==> src/design/fan_pwm_tach_controller_defines.svh <==
// Assertion macros for the fan PWM and tach controller.
`ifndef FAN_PWM_TACH_CONTROLLER_DEFINES_SVH
`define FAN_PWM_TACH_CONTROLLER_DEFINES_SVH

// Same-cycle implication, checked out of reset.
`define FPTC_ASSERT_IMP(lbl, ante, cons, msg) \
  lbl: assert property (@(posedge clk) disable iff (!rst_n) (ante) |-> (cons)) else $error(msg);

// Next-cycle implication, checked out of reset.
`define FPTC_ASSERT_NXT(lbl, ante, cons, msg) \
  lbl: assert property (@(posedge clk) disable iff (!rst_n) (ante) |=> (cons)) else $error(msg);

`endif

==> src/design/fptc_pkg.sv <==
// Shared types and constants for the fan PWM and tach controller.
package fptc_pkg;

  localparam int PADDR_W = 5;

  localparam logic [2:0] MODE_TICK  = 3'd0;
  localparam logic [2:0] MODE_PULSE = 3'd1;
  localparam logic [2:0] MODE_SET   = 3'd2;
  localparam logic [2:0] MODE_UP    = 3'd3;
  localparam logic [2:0] MODE_DOWN  = 3'd4;

  localparam logic [2:0] REG_STEP_PCT    = 3'd0;
  localparam logic [2:0] REG_PWM_PERIOD  = 3'd1;
  localparam logic [2:0] REG_WINDOW      = 3'd2;
  localparam logic [2:0] REG_PPR         = 3'd3;
  localparam logic [2:0] REG_MAX_RPM     = 3'd4;

  localparam logic [6:0]  PCT_FULL       = 7'd100;
  localparam logic [6:0]  STALL_MIN_DUTY = 7'd5;
  localparam logic [31:0] MS_PER_MINUTE  = 32'd60000;

  // x/100 as (x*CMP_RECIP)>>CMP_SHIFT, exact for x below 2^23
  localparam logic [23:0] CMP_RECIP      = 24'd10737419;
  localparam int          CMP_SHIFT      = 30;

  typedef struct packed {
    logic [2:0] mode;
    logic [7:0] set_value;
  } in_item_t;

  typedef struct packed {
    logic [6:0]  duty_percent;
    logic [15:0] compare_value;
    logic [15:0] speed_rpm;
    logic        stalled;
    logic        speed_updated;
  } out_item_t;

  typedef struct packed {
    logic [6:0]  step_pct;
    logic [15:0] pwm_period;
    logic [15:0] sample_window_ms;
    logic [3:0]  pulses_per_rev;
    logic [15:0] max_rpm;
  } cfg_t;

  typedef enum logic [3:0] {
    ST_IDLE,
    ST_APPLY,
    ST_CMP_MUL,
    ST_WIN_GO,
    ST_WIN_WAIT,
    ST_WIN_MUL,
    ST_PPR_GO,
    ST_PPR_WAIT,
    ST_WIN_END,
    ST_CMP_SCALE,
    ST_OUT
  } state_t;

  typedef struct packed {
    logic take;
    logic apply;
    logic cmp_mul;
    logic win_div_go;
    logic win_mul;
    logic ppr_div_go;
    logic win_end;
    logic cmp_scale;
    logic out_load;
  } cmd_t;

  typedef struct packed {
    logic close_win;
    logic div_done;
  } stat_t;

endpackage

==> src/design/fptc_div.sv <==
// Radix-2 restoring divider, 32-bit dividend by 16-bit divisor, one bit per cycle.
module fptc_div (
  input  logic        clk,
  input  logic        rst_n,
  input  logic        start,
  input  logic [31:0] dividend,
  input  logic [15:0] divisor,
  output logic [31:0] quotient,
  output logic        done
);

  logic        busy_r, busy_nxt;
  logic        done_r, done_nxt;
  logic [4:0]  cnt_r, cnt_nxt;
  logic [15:0] rem_r, rem_nxt;
  logic [31:0] quo_r, quo_nxt;
  logic [15:0] dvs_r, dvs_nxt;
  logic [16:0] rem_sh;
  logic [16:0] rem_sub;
  logic        ge;

  assign rem_sh  = {rem_r, quo_r[31]};
  assign ge      = rem_sh >= {1'b0, dvs_r};
  assign rem_sub = rem_sh - {1'b0, dvs_r};

  always_comb begin
    busy_nxt = busy_r;
    done_nxt = 1'b0;
    cnt_nxt  = cnt_r;
    rem_nxt  = rem_r;
    quo_nxt  = quo_r;
    dvs_nxt  = dvs_r;
    if (start) begin
      busy_nxt = 1'b1;
      cnt_nxt  = '0;
      rem_nxt  = '0;
      quo_nxt  = dividend;
      dvs_nxt  = divisor;
    end else if (busy_r) begin
      rem_nxt = ge ? rem_sub[15:0] : rem_sh[15:0];
      quo_nxt = {quo_r[30:0], ge};
      cnt_nxt = cnt_r + 5'd1;
      if (cnt_r == 5'd31) begin
        busy_nxt = 1'b0;
        done_nxt = 1'b1;
      end
    end
  end

  always_ff @(posedge clk) begin
    if (!rst_n) begin
      busy_r <= 1'b0;
      done_r <= 1'b0;
      cnt_r  <= '0;
    end else begin
      busy_r <= busy_nxt;
      done_r <= done_nxt;
      cnt_r  <= cnt_nxt;
    end
  end

  always_ff @(posedge clk) begin
    rem_r <= rem_nxt;
    quo_r <= quo_nxt;
    dvs_r <= dvs_nxt;
  end

  assign quotient = quo_r;
  assign done     = done_r;

endmodule

==> src/design/fptc_dp.sv <==
// Datapath: duty, tach count, window timing, shared multiplier and divider, result register.
module fptc_dp (
  input  logic                clk,
  input  logic                rst_n,
  input  fptc_pkg::cmd_t      cmd,
  output fptc_pkg::stat_t     stat,
  input  fptc_pkg::cfg_t      cfg,
  input  fptc_pkg::in_item_t  in_item,
  output fptc_pkg::out_item_t out_item
);
  import fptc_pkg::*;

  logic [2:0]  mode_r;
  logic [7:0]  setv_r;
  logic [6:0]  duty_r, duty_nxt;
  logic [15:0] pulse_r, pulse_nxt;
  logic [15:0] tick_r, tick_nxt;
  logic [31:0] speed_r, speed_nxt;
  logic        stall_r, stall_nxt;
  logic        close_r, close_nxt;
  logic        upd_r, upd_nxt;
  logic [31:0] prod_r;
  logic [15:0] cmp_r;
  out_item_t   out_r;

  logic [15:0] win_eff;
  logic [3:0]  ppr_eff;
  logic [15:0] tick_inc;
  logic [7:0]  duty_up;
  logic [6:0]  set_sat;
  logic [15:0] spd;
  logic [15:0] mul_a, mul_b;
  logic [31:0] mul_p;
  logic [46:0] cmp_prod;
  logic        div_start;
  logic [31:0] div_dividend;
  logic [15:0] div_divisor;
  logic [31:0] div_quot;
  logic        div_done;

  assign win_eff  = (cfg.sample_window_ms == 16'd0) ? 16'd1 : cfg.sample_window_ms;
  assign ppr_eff  = (cfg.pulses_per_rev == 4'd0) ? 4'd1 : cfg.pulses_per_rev;
  assign tick_inc = tick_r + 16'd1;
  assign duty_up  = {1'b0, duty_r} + {1'b0, cfg.step_pct};
  assign set_sat  = (setv_r > {1'b0, PCT_FULL}) ? PCT_FULL : setv_r[6:0];
  assign spd      = (speed_r > {16'd0, cfg.max_rpm}) ? cfg.max_rpm : speed_r[15:0];

  assign mul_a = cmd.win_mul ? pulse_r : {9'd0, duty_r};
  assign mul_b = cmd.win_mul ? div_quot[15:0] : cfg.pwm_period;
  assign mul_p = {16'd0, mul_a} * {16'd0, mul_b};

  // duty*period is at most 6553500, so 23 bits carry it
  assign cmp_prod = {24'd0, prod_r[22:0]} * {23'd0, CMP_RECIP};

  assign div_start = cmd.win_div_go | cmd.ppr_div_go;

  always_comb begin
    div_dividend = prod_r;
    div_divisor  = {12'd0, ppr_eff};
    if (cmd.win_div_go) begin
      div_dividend = MS_PER_MINUTE;
      div_divisor  = win_eff;
    end
  end

  fptc_div u_div (
    .clk      (clk),
    .rst_n    (rst_n),
    .start    (div_start),
    .dividend (div_dividend),
    .divisor  (div_divisor),
    .quotient (div_quot),
    .done     (div_done)
  );

  always_comb begin
    duty_nxt  = duty_r;
    pulse_nxt = pulse_r;
    tick_nxt  = tick_r;
    speed_nxt = speed_r;
    stall_nxt = stall_r;
    close_nxt = close_r;
    upd_nxt   = upd_r;
    if (cmd.apply) begin
      close_nxt = 1'b0;
      upd_nxt   = 1'b0;
      case (mode_r)
        MODE_TICK: begin
          tick_nxt = tick_inc;
          if (tick_inc >= win_eff || tick_inc == 16'd0) begin
            close_nxt = 1'b1;
          end
        end
        MODE_PULSE: begin
          if (pulse_r != 16'hFFFF) begin
            pulse_nxt = pulse_r + 16'd1;
          end
        end
        MODE_SET:  duty_nxt = set_sat;
        MODE_UP:   duty_nxt = (duty_up > {1'b0, PCT_FULL}) ? PCT_FULL : duty_up[6:0];
        MODE_DOWN: duty_nxt = (duty_r >= cfg.step_pct) ? duty_r - cfg.step_pct : 7'd0;
        default: ;
      endcase
    end
    if (cmd.win_end) begin
      speed_nxt = div_quot;
      stall_nxt = (pulse_r == 16'd0) && (duty_r >= STALL_MIN_DUTY);
      pulse_nxt = '0;
      tick_nxt  = '0;
      close_nxt = 1'b0;
      upd_nxt   = 1'b1;
    end
  end

  always_ff @(posedge clk) begin
    if (!rst_n) begin
      duty_r  <= '0;
      pulse_r <= '0;
      tick_r  <= '0;
      speed_r <= '0;
      stall_r <= 1'b0;
      close_r <= 1'b0;
      upd_r   <= 1'b0;
    end else begin
      duty_r  <= duty_nxt;
      pulse_r <= pulse_nxt;
      tick_r  <= tick_nxt;
      speed_r <= speed_nxt;
      stall_r <= stall_nxt;
      close_r <= close_nxt;
      upd_r   <= upd_nxt;
    end
  end

  always_ff @(posedge clk) begin
    if (cmd.take) begin
      mode_r <= in_item.mode;
      setv_r <= in_item.set_value;
    end
    if (cmd.cmp_mul || cmd.win_mul) begin
      prod_r <= mul_p;
    end
    if (cmd.cmp_scale) begin
      cmp_r <= cmp_prod[CMP_SHIFT +: 16];
    end
    if (cmd.out_load) begin
      out_r.duty_percent  <= duty_r;
      out_r.compare_value <= cmp_r;
      out_r.speed_rpm     <= spd;
      out_r.stalled       <= stall_r;
      out_r.speed_updated <= upd_r;
    end
  end

  assign stat.close_win = close_r;
  assign stat.div_done  = div_done;
  assign out_item       = out_r;

endmodule

==> src/design/fptc_ctrl.sv <==
// Controller: sequences one transaction through the datapath and owns the result handshake.
module fptc_ctrl (
  input  logic            clk,
  input  logic            rst_n,
  input  logic            in_valid,
  output logic            in_ready,
  output logic            out_valid,
  input  logic            out_ready,
  input  fptc_pkg::stat_t stat,
  output fptc_pkg::cmd_t  cmd
);
  import fptc_pkg::*;

  state_t state_r, state_nxt;
  logic   out_valid_r, out_valid_nxt;
  logic   out_free;

  assign out_free = !out_valid_r || out_ready;

  always_comb begin
    state_nxt = state_r;
    case (state_r)
      ST_IDLE:      if (in_valid) state_nxt = ST_APPLY;
      ST_APPLY:     state_nxt = ST_CMP_MUL;
      ST_CMP_MUL:   state_nxt = stat.close_win ? ST_WIN_GO : ST_CMP_SCALE;
      ST_WIN_GO:    state_nxt = ST_WIN_WAIT;
      ST_WIN_WAIT:  if (stat.div_done) state_nxt = ST_WIN_MUL;
      ST_WIN_MUL:   state_nxt = ST_PPR_GO;
      ST_PPR_GO:    state_nxt = ST_PPR_WAIT;
      ST_PPR_WAIT:  if (stat.div_done) state_nxt = ST_WIN_END;
      ST_WIN_END:   state_nxt = ST_CMP_MUL;
      ST_CMP_SCALE: state_nxt = ST_OUT;
      ST_OUT:       if (out_free) state_nxt = ST_IDLE;
      default:      state_nxt = ST_IDLE;
    endcase
  end

  always_comb begin
    cmd = '0;
    case (state_r)
      ST_IDLE:      cmd.take       = in_valid;
      ST_APPLY:     cmd.apply      = 1'b1;
      ST_CMP_MUL:   cmd.cmp_mul    = 1'b1;
      ST_WIN_GO:    cmd.win_div_go = 1'b1;
      ST_WIN_MUL:   cmd.win_mul    = 1'b1;
      ST_PPR_GO:    cmd.ppr_div_go = 1'b1;
      ST_WIN_END:   cmd.win_end    = 1'b1;
      ST_CMP_SCALE: cmd.cmp_scale  = 1'b1;
      ST_OUT:       cmd.out_load   = out_free;
      default:      cmd = '0;
    endcase
  end

  always_comb begin
    out_valid_nxt = out_valid_r;
    if (cmd.out_load) begin
      out_valid_nxt = 1'b1;
    end else if (out_ready) begin
      out_valid_nxt = 1'b0;
    end
  end

  always_ff @(posedge clk) begin
    if (!rst_n) begin
      state_r     <= ST_IDLE;
      out_valid_r <= 1'b0;
    end else begin
      state_r     <= state_nxt;
      out_valid_r <= out_valid_nxt;
    end
  end

  assign in_ready  = (state_r == ST_IDLE);
  assign out_valid = out_valid_r;

endmodule

==> src/design/fan_pwm_tach_controller.sv <==
// Top level: fan PWM duty and tach speed controller with APB register port.
// Sequence: an accepted event passes ST_APPLY, ST_CMP_MUL, ST_CMP_SCALE and ST_OUT; a tick
// that closes a window first runs the window states with two 32-step serial divides. One
// transaction at a time; the next is taken after ST_OUT, plus any wait there for out_ready.
// Reset: synchronous active-low rst_n clears duty, counts, speed and stall; registers
// return to their defaults. A finished result waits in an output register.
`include "fan_pwm_tach_controller_defines.svh"

module fan_pwm_tach_controller (
  input  logic                         clk,
  input  logic                         rst_n,
  input  logic                         in_valid,
  output logic                         in_ready,
  input  fptc_pkg::in_item_t           in_data,
  output logic                         out_valid,
  input  logic                         out_ready,
  output fptc_pkg::out_item_t          out_data,
  input  logic                         psel,
  input  logic                         penable,
  input  logic                         pwrite,
  input  logic [fptc_pkg::PADDR_W-1:0] paddr,
  input  logic [31:0]                  pwdata,
  output logic [31:0]                  prdata,
  output logic                         pready
);
  import fptc_pkg::*;

  cfg_t       cfg_r, cfg_nxt;
  logic       wr_en;
  logic [2:0] reg_idx;
  cmd_t       cmd;
  stat_t      stat;

  assign pready  = 1'b1;
  assign wr_en   = psel && penable && pwrite;
  assign reg_idx = paddr[PADDR_W-1:2];

  always_comb begin
    cfg_nxt = cfg_r;
    if (wr_en) begin
      case (reg_idx)
        REG_STEP_PCT:   cfg_nxt.step_pct         = pwdata[6:0];
        REG_PWM_PERIOD: cfg_nxt.pwm_period       = pwdata[15:0];
        REG_WINDOW:     cfg_nxt.sample_window_ms = pwdata[15:0];
        REG_PPR:        cfg_nxt.pulses_per_rev   = pwdata[3:0];
        REG_MAX_RPM:    cfg_nxt.max_rpm          = pwdata[15:0];
        default: ;
      endcase
    end
  end

  always_ff @(posedge clk) begin
    if (!rst_n) begin
      cfg_r.step_pct         <= 7'd5;
      cfg_r.pwm_period       <= 16'd1000;
      cfg_r.sample_window_ms <= 16'd1000;
      cfg_r.pulses_per_rev   <= 4'd2;
      cfg_r.max_rpm          <= 16'd10000;
    end else begin
      cfg_r <= cfg_nxt;
    end
  end

  always_comb begin
    case (reg_idx)
      REG_STEP_PCT:   prdata = {25'd0, cfg_r.step_pct};
      REG_PWM_PERIOD: prdata = {16'd0, cfg_r.pwm_period};
      REG_WINDOW:     prdata = {16'd0, cfg_r.sample_window_ms};
      REG_PPR:        prdata = {28'd0, cfg_r.pulses_per_rev};
      REG_MAX_RPM:    prdata = {16'd0, cfg_r.max_rpm};
      default:        prdata = '0;
    endcase
  end

  fptc_ctrl u_ctrl (
    .clk       (clk),
    .rst_n     (rst_n),
    .in_valid  (in_valid),
    .in_ready  (in_ready),
    .out_valid (out_valid),
    .out_ready (out_ready),
    .stat      (stat),
    .cmd       (cmd)
  );

  fptc_dp u_dp (
    .clk      (clk),
    .rst_n    (rst_n),
    .cmd      (cmd),
    .stat     (stat),
    .cfg      (cfg_r),
    .in_item  (in_data),
    .out_item (out_data)
  );

  `FPTC_ASSERT_IMP(a_duty_range, out_valid, out_data.duty_percent <= PCT_FULL, "duty above 100")
  `FPTC_ASSERT_IMP(a_stall, out_valid && out_data.stalled, ~|out_data.speed_rpm, "stall speed")
  `FPTC_ASSERT_NXT(a_one_busy, in_valid && in_ready, !in_ready, "taken while busy")

endmodule

==> config.mk <==
export PLATFORM = sky130hd
export DESIGN_NAME = fan_pwm_tach_controller
export DESIGN_NICKNAME = d
export VERILOG_FILES = /design/src/design/fptc_pkg.sv /design/src/design/fptc_div.sv /design/src/design/fptc_dp.sv /design/src/design/fptc_ctrl.sv /design/src/design/fan_pwm_tach_controller.sv
export VERILOG_INCLUDE_DIRS = /design/src /design/src/design
export SDC_FILE = /design/constraint.sdc
export NUM_CORES = 2
export LEC_CHECK = 0
export BUFFER_PORTS_ARGS = -buffer_cell sky130_fd_sc_hd__buf_4
export CAP_MARGIN = 20
export CORE_MARGIN = 2
export CORE_UTILIZATION = 25
export CTS_CLUSTER_DIAMETER = 50
export DETAILED_ROUTE_END_ITERATION = 8
export SLEW_MARGIN = 20
export SYNTH_ARGS = -nofsm -noshare
export SYNTH_HDL_FRONTEND = slang
export SYNTH_SLANG_ARGS = --single-unit
==> constraint.sdc <==
create_clock -name clk -period 20.5 [get_ports clk]
set_input_delay 4.1 -clock clk [delete_from_list [all_inputs] [get_ports clk]]
set_output_delay 4.1 -clock clk [all_outputs]
set_load 0.005 [all_outputs]
=== Word-level counts from Yosys, hierarchy flattened ===
Index checks and enable logic that the tools add are counted.

* Bits in registers: 309
* Latch bits: 0
* Memory bits (writable): 0
* ROM bits: 0
* Input port bits: 55
* Logic and storage cells: 143
* Memories: 0

* $add $sub $neg: 6
* Multipliers: 2
* Div/mod/pow operators: 0
* Order comparisons: 7
* Equality and inequality tests: 24
* Shift operators: 0
* Muxes and demuxes: 40
* Bitwise logic cells: 3
* Reduce and logical (&&, ||, !) cells: 31

{| class="wikitable"
|+ Operators with widths
! cell !! count
|-
| 2-to-1 mux 32 bit || 3
|-
| 2-to-1 mux 16 bit || 5
|-
| one-hot mux 16 bit (5 select lines) || 1
|-
| logical NOT 16 bit || 3
|-
| multiplier 23 x 24 -> 46 bit (second input constant) || 1
|-
| one-hot mux 4 bit (10 select lines) || 1
|-
| adder 16 x 1 -> 16 bit (second input constant) || 2
|-
| > comparator 32 x 16 -> 1 bit || 1
|-
| multiplier 16 x 16 -> 32 bit || 1
|-
| 2-to-1 mux 4 bit || 7
|-
| 2-to-1 mux 7 bit || 3
|-
| one-hot mux 7 bit (3 select lines) || 1
|-
| 2-to-1 mux 1 bit || 19
|-
| >= comparator 17 x 16 -> 1 bit || 1
|-
| equality test 4 x 3 -> 1 bit (second input constant) || 4
|-
| >= comparator 16 bit || 1
|-
| > comparator 8 x 7 -> 1 bit (second input constant) || 2
|-
| != test 16 bit (second input constant) || 1
|-
| subtractor 16 bit || 1
|-
| AND reduction 2 bit || 7
|-
| equality test 3 x 2 -> 1 bit (second input constant) || 4
|-
| equality test 4 bit (second input constant) || 3
|-
| adder 7 x 7 -> 8 bit || 1
|-
| equality test 4 x 2 -> 1 bit (second input constant) || 2
|-
| 23 further kinds || 38
|}

=== Longest topological paths before layout ===
* Depth in word-level cells: 6
* Gate-level depth with buffers: 29
* Depth with buffers taken out: 25

=== By module ===
Synthesis repeated with hierarchy kept, for this count alone.

* Cell total of the unflattened synthesis: 3347
* Area total of the unflattened synthesis: 32882.8 sq um

{| class="wikitable"
|+ By module, submodules not included
! module !! times used !! cells each !! area each (sq um) !! sequential area each (sq um)
|-
| fptc_dp || 1 || 2642 || 25762.2 || 4484.3
|-
| fptc_div || 1 || 335 || 3828.7 || 1901.8
|-
| fan_pwm_tach_controller || 1 || 316 || 2887.8 || 1181.1
|-
| fptc_ctrl || 1 || 54 || 404.1 || 100.1
|}

=== Least setup slack after synthesis ===
OpenSTA, ideal clock, no wires.

* Path type: input -> output
* From: input paddr[2] (netlist bit)
* To: output prdata[12]
* Data arrival time: 5.281 ns
* Data required time: 16.400 ns
* Setup slack: 11.119 ns
* Cell stages on the path: 6
* Buffers on the path: 3
* Cells stage by stage: clkbuf_1 > nor2b_1 > clkbuf_1 > clkbuf_1 > a22oi_1 > o21ai_0

* Longest elaborated chain between the ends: 2
* Elaborated cells on any way between the ends: 6
* Classes of those cells: eq/ne: 4; mux: 1; reduce/logical: 1

{| class="wikitable"
|+ RTL lines
! item !! line !! RTL
|-
| start, declared || fan_pwm_tach_controller.sv:21 || <nowiki>input logic [fptc_pkg::PADDR_W-1:0] paddr,</nowiki>
|-
| equality test 3 bit (tied with other cells) || fan_pwm_tach_controller.sv:65 || <nowiki>case (reg_idx)</nowiki>
|-
| one-hot mux 16 bit (5 select lines) * || fan_pwm_tach_controller.sv:65 ||
|-
| end, declared || fan_pwm_tach_controller.sv:23 || <nowiki>output logic [31:0] prdata,</nowiki>
|}

Mark *: on every way between the ends. The rest lies on a longest branch, timed or not.

=== Worst setup path in the final report ===
* From: input paddr[4] (netlist bit)
* To: output prdata[13]

Same word-level chain as after synthesis.

==> results.yml <==
outcome:
  status: "finished clean"
clock_network:
  post_cts_resized: 0
  numCtsBuffers: 38
  cts_tree: "yes"
  htreeDepth: 2
  root_buffer: "clkbuf_16"
  postCtsHoldBufs: 0
  clock_sinks: 309
  clk_path_buf_depth: 3
  insertion_delay_ps: 590
  path_clk_slew_ps: 50
  cts_setup_buffers: 0
synth:
  synth_compound_area_share_pct: 9.16
  synth-seq-area-share_pct: 23.6
  synthAdderAreaFrac_pct: 39.9
  ys_warn_count: 0
  synthCells: 3440
  netlist_area_sq_mm: 0.0324
  synthSimpleGateAreaFrac_pct: 13.3
  synth-seq-cells: 309
  synth_top_family_by_area: "adder cells"
  synthMuxAreaShare_pct: 1.94
  syn_avg_cell_area_sq_um: 9.43
  synth_flop_cell: "dfxtp_1"
  synthArstFlopShare_pct: 0
  ys_types: 77
  synth_edf_count: 148
  synthXorXnorAreaFrac_pct: 3.08
timing:
  worstMarginPinSlew_ps: 1100
  fin_ws_ps: 10580
  rsz0062_at_grt: "false"
  whs_ps: 418
  finalHoldViolCount: 0
  finalCriticalPeriod_ps: 9920
  fin_setup_tns_ps: 0
  max_freq_mhz: 101
  report.final.slew_viol_count: 0
  setup_viol: 0
  period_share_pct: 48.4
  relSlewSlack_pct: 24.4
  fin_skew_ps: 33.6
floorplan:
  start_util_pct: 25.1
  die_height_microns: 364
  die_width_microns: 364
  coreArea_sq_mm: 0.129
  dieArea_sq_mm: 0.133
  row_count: 132
  top_level_ports: 131
finish:
  diodes: 0
  final_net_count: 4335
  syn_to_final_growth_pct: 12.3
  mostFrequentLayoutCell: "inv_1"
  drive_above_1_share_pct: 7.26
  final_cell_mix: "619 x inv_1, 450 x nand2_1, 407 x ha_1"
  stdcell_area_sq_mm: 0.0364
drt:
  detail_route.iter0.violations: 1390
  wl_per_cell_microns: 16.2
  wl_microns: 84900
  drtPass1Iterations: 5
  dr_total_vias: 23700
  vias_per_cell: 4.51
  postRouteAntennaNets: 0
  drc: 0
placement:
  dp_hpwl_microns: 68100
  place_ws_ps: 10470
  place.gp.congestion: 0.926
  port_buffers: 95
  dpl-instance-area_sq_mm: 0.0351
flow_run:
  drv_cap: 0
worst_setup_path:
  crit_type: "in -> out"
  cp_max_fo: 13
  cp-start-kind: "input port"
  crit_arrival_ps: 5820
  critPathRequiredTime_ps: 16400
  cp-end-kind: "output port"
global_routing:
  grt_use_total_pct: 12.8
  grt_pass1_vias: 23900
  grt_antenna_before_repair: 3
  grt_pass1_wl_microns: 134000
  grt_start_max_net_pins: 74
  grt-ovfl-total: 0
min_path:
  hp-class: "reg -> reg"
-- cell usage after synthesis (all sizes together), types with 75 or more instances --
master,instances,area (sq um)
nor2,185,697
o21ai,86,430
a21oi,111,556
clkbuf,114,428
a21boi,75,563
nand2,450,1690
inv,619,2320
and3,83,519
fa,392,7850
edfxtp,148,4440
dfxtp,161,3220
ha,407,5090
-- cell type report --
type	count	area [sq um]
clock buffer	45	987
clock inverter	25	330
fill	13800	92700
inverter	619	2320
multi-input combinational	2384	22000
sequential	309	7670
tap	1742	2180
timing repair buffer	129	966
-- kinds of logic (layout without fill, tap and decap cells) --
kind of cell / after synthesis / in the layout
xor gates and xnor gates: 114 / 114
muxes: 59 / 59
adders and majority gates: 799 / 799
and+or+nand+nor: 940 / 940
other: 2 / 17
AOI/OAI and AO/OA: 455 / 455
DFF: 309 / 309
buffers and inverters: 762 / 818
-- per-stage QoR --
step,utilization (%),instances
6_report,28.2,5253
5_1_grt,28.2,5253
4_1_cts,28.2,5253
3_5_place_dp,27.2,5183
3_3_place_gp,27.2,5182
2_1_floorplan,-,3455
-- layer usage --
| metal | global-route usage [%] | share of wire, % | vias up |
|---|---|---|---|
| li1 | - | - | 11200 |
| met1 | 16.7 | 43 | 11800 |
| met2 | 21.9 | 49 | 531 |
| met3 | 1.42 | 4.6 | 119 |
| met4 | 4.30 | 3.1 | 0 |
| met5 | 0 | 0 | - |
-- flip-flops by register name (all words and copies together) (netlist names), 3 cells and up --
register             count
cfg_r                   59
u_ctrl.state_r           4
u_dp.cmp_r              16
u_dp.duty_r              7
u_dp.mode_r              3
u_dp.out_item           41
u_dp.prod_r             32
u_dp.pulse_r            16
u_dp.setv_r              8
u_dp.speed_r            32
u_dp.tick_r             16
u_dp.u_div.cnt_r         5
u_dp.u_div.dvs_r        16
u_dp.u_div.quotient     32
u_dp.u_div.rem_r        16
-- final timing paths --
| check | from | to | slack (ps) | cells past startpoint |
|---|---|---|---|---|
| worst max-delay path | paddr[4] | prdata[13] | 10580 | 5 |
| worst max register to register | u_ctrl.state_r[2] | u_dp.prod_r[30] | 11480 | 24 |
| worst min-delay path | u_dp.cmp_r[11] | u_dp.out_item[29] | 420 | 0 |
| worst min register to register | u_dp.cmp_r[11] | u_dp.out_item[29] | 420 | 0 |
-- worst max-delay path, stage by stage --
cell and delay [ps]:
buf_4 170, nor2b_1 790, a22oi_1 240, o21ai_0 330, buf_4 170
Power is not shown: default switching activity piles up to over one toggle a cycle in this logic, so the estimate is an artifact.
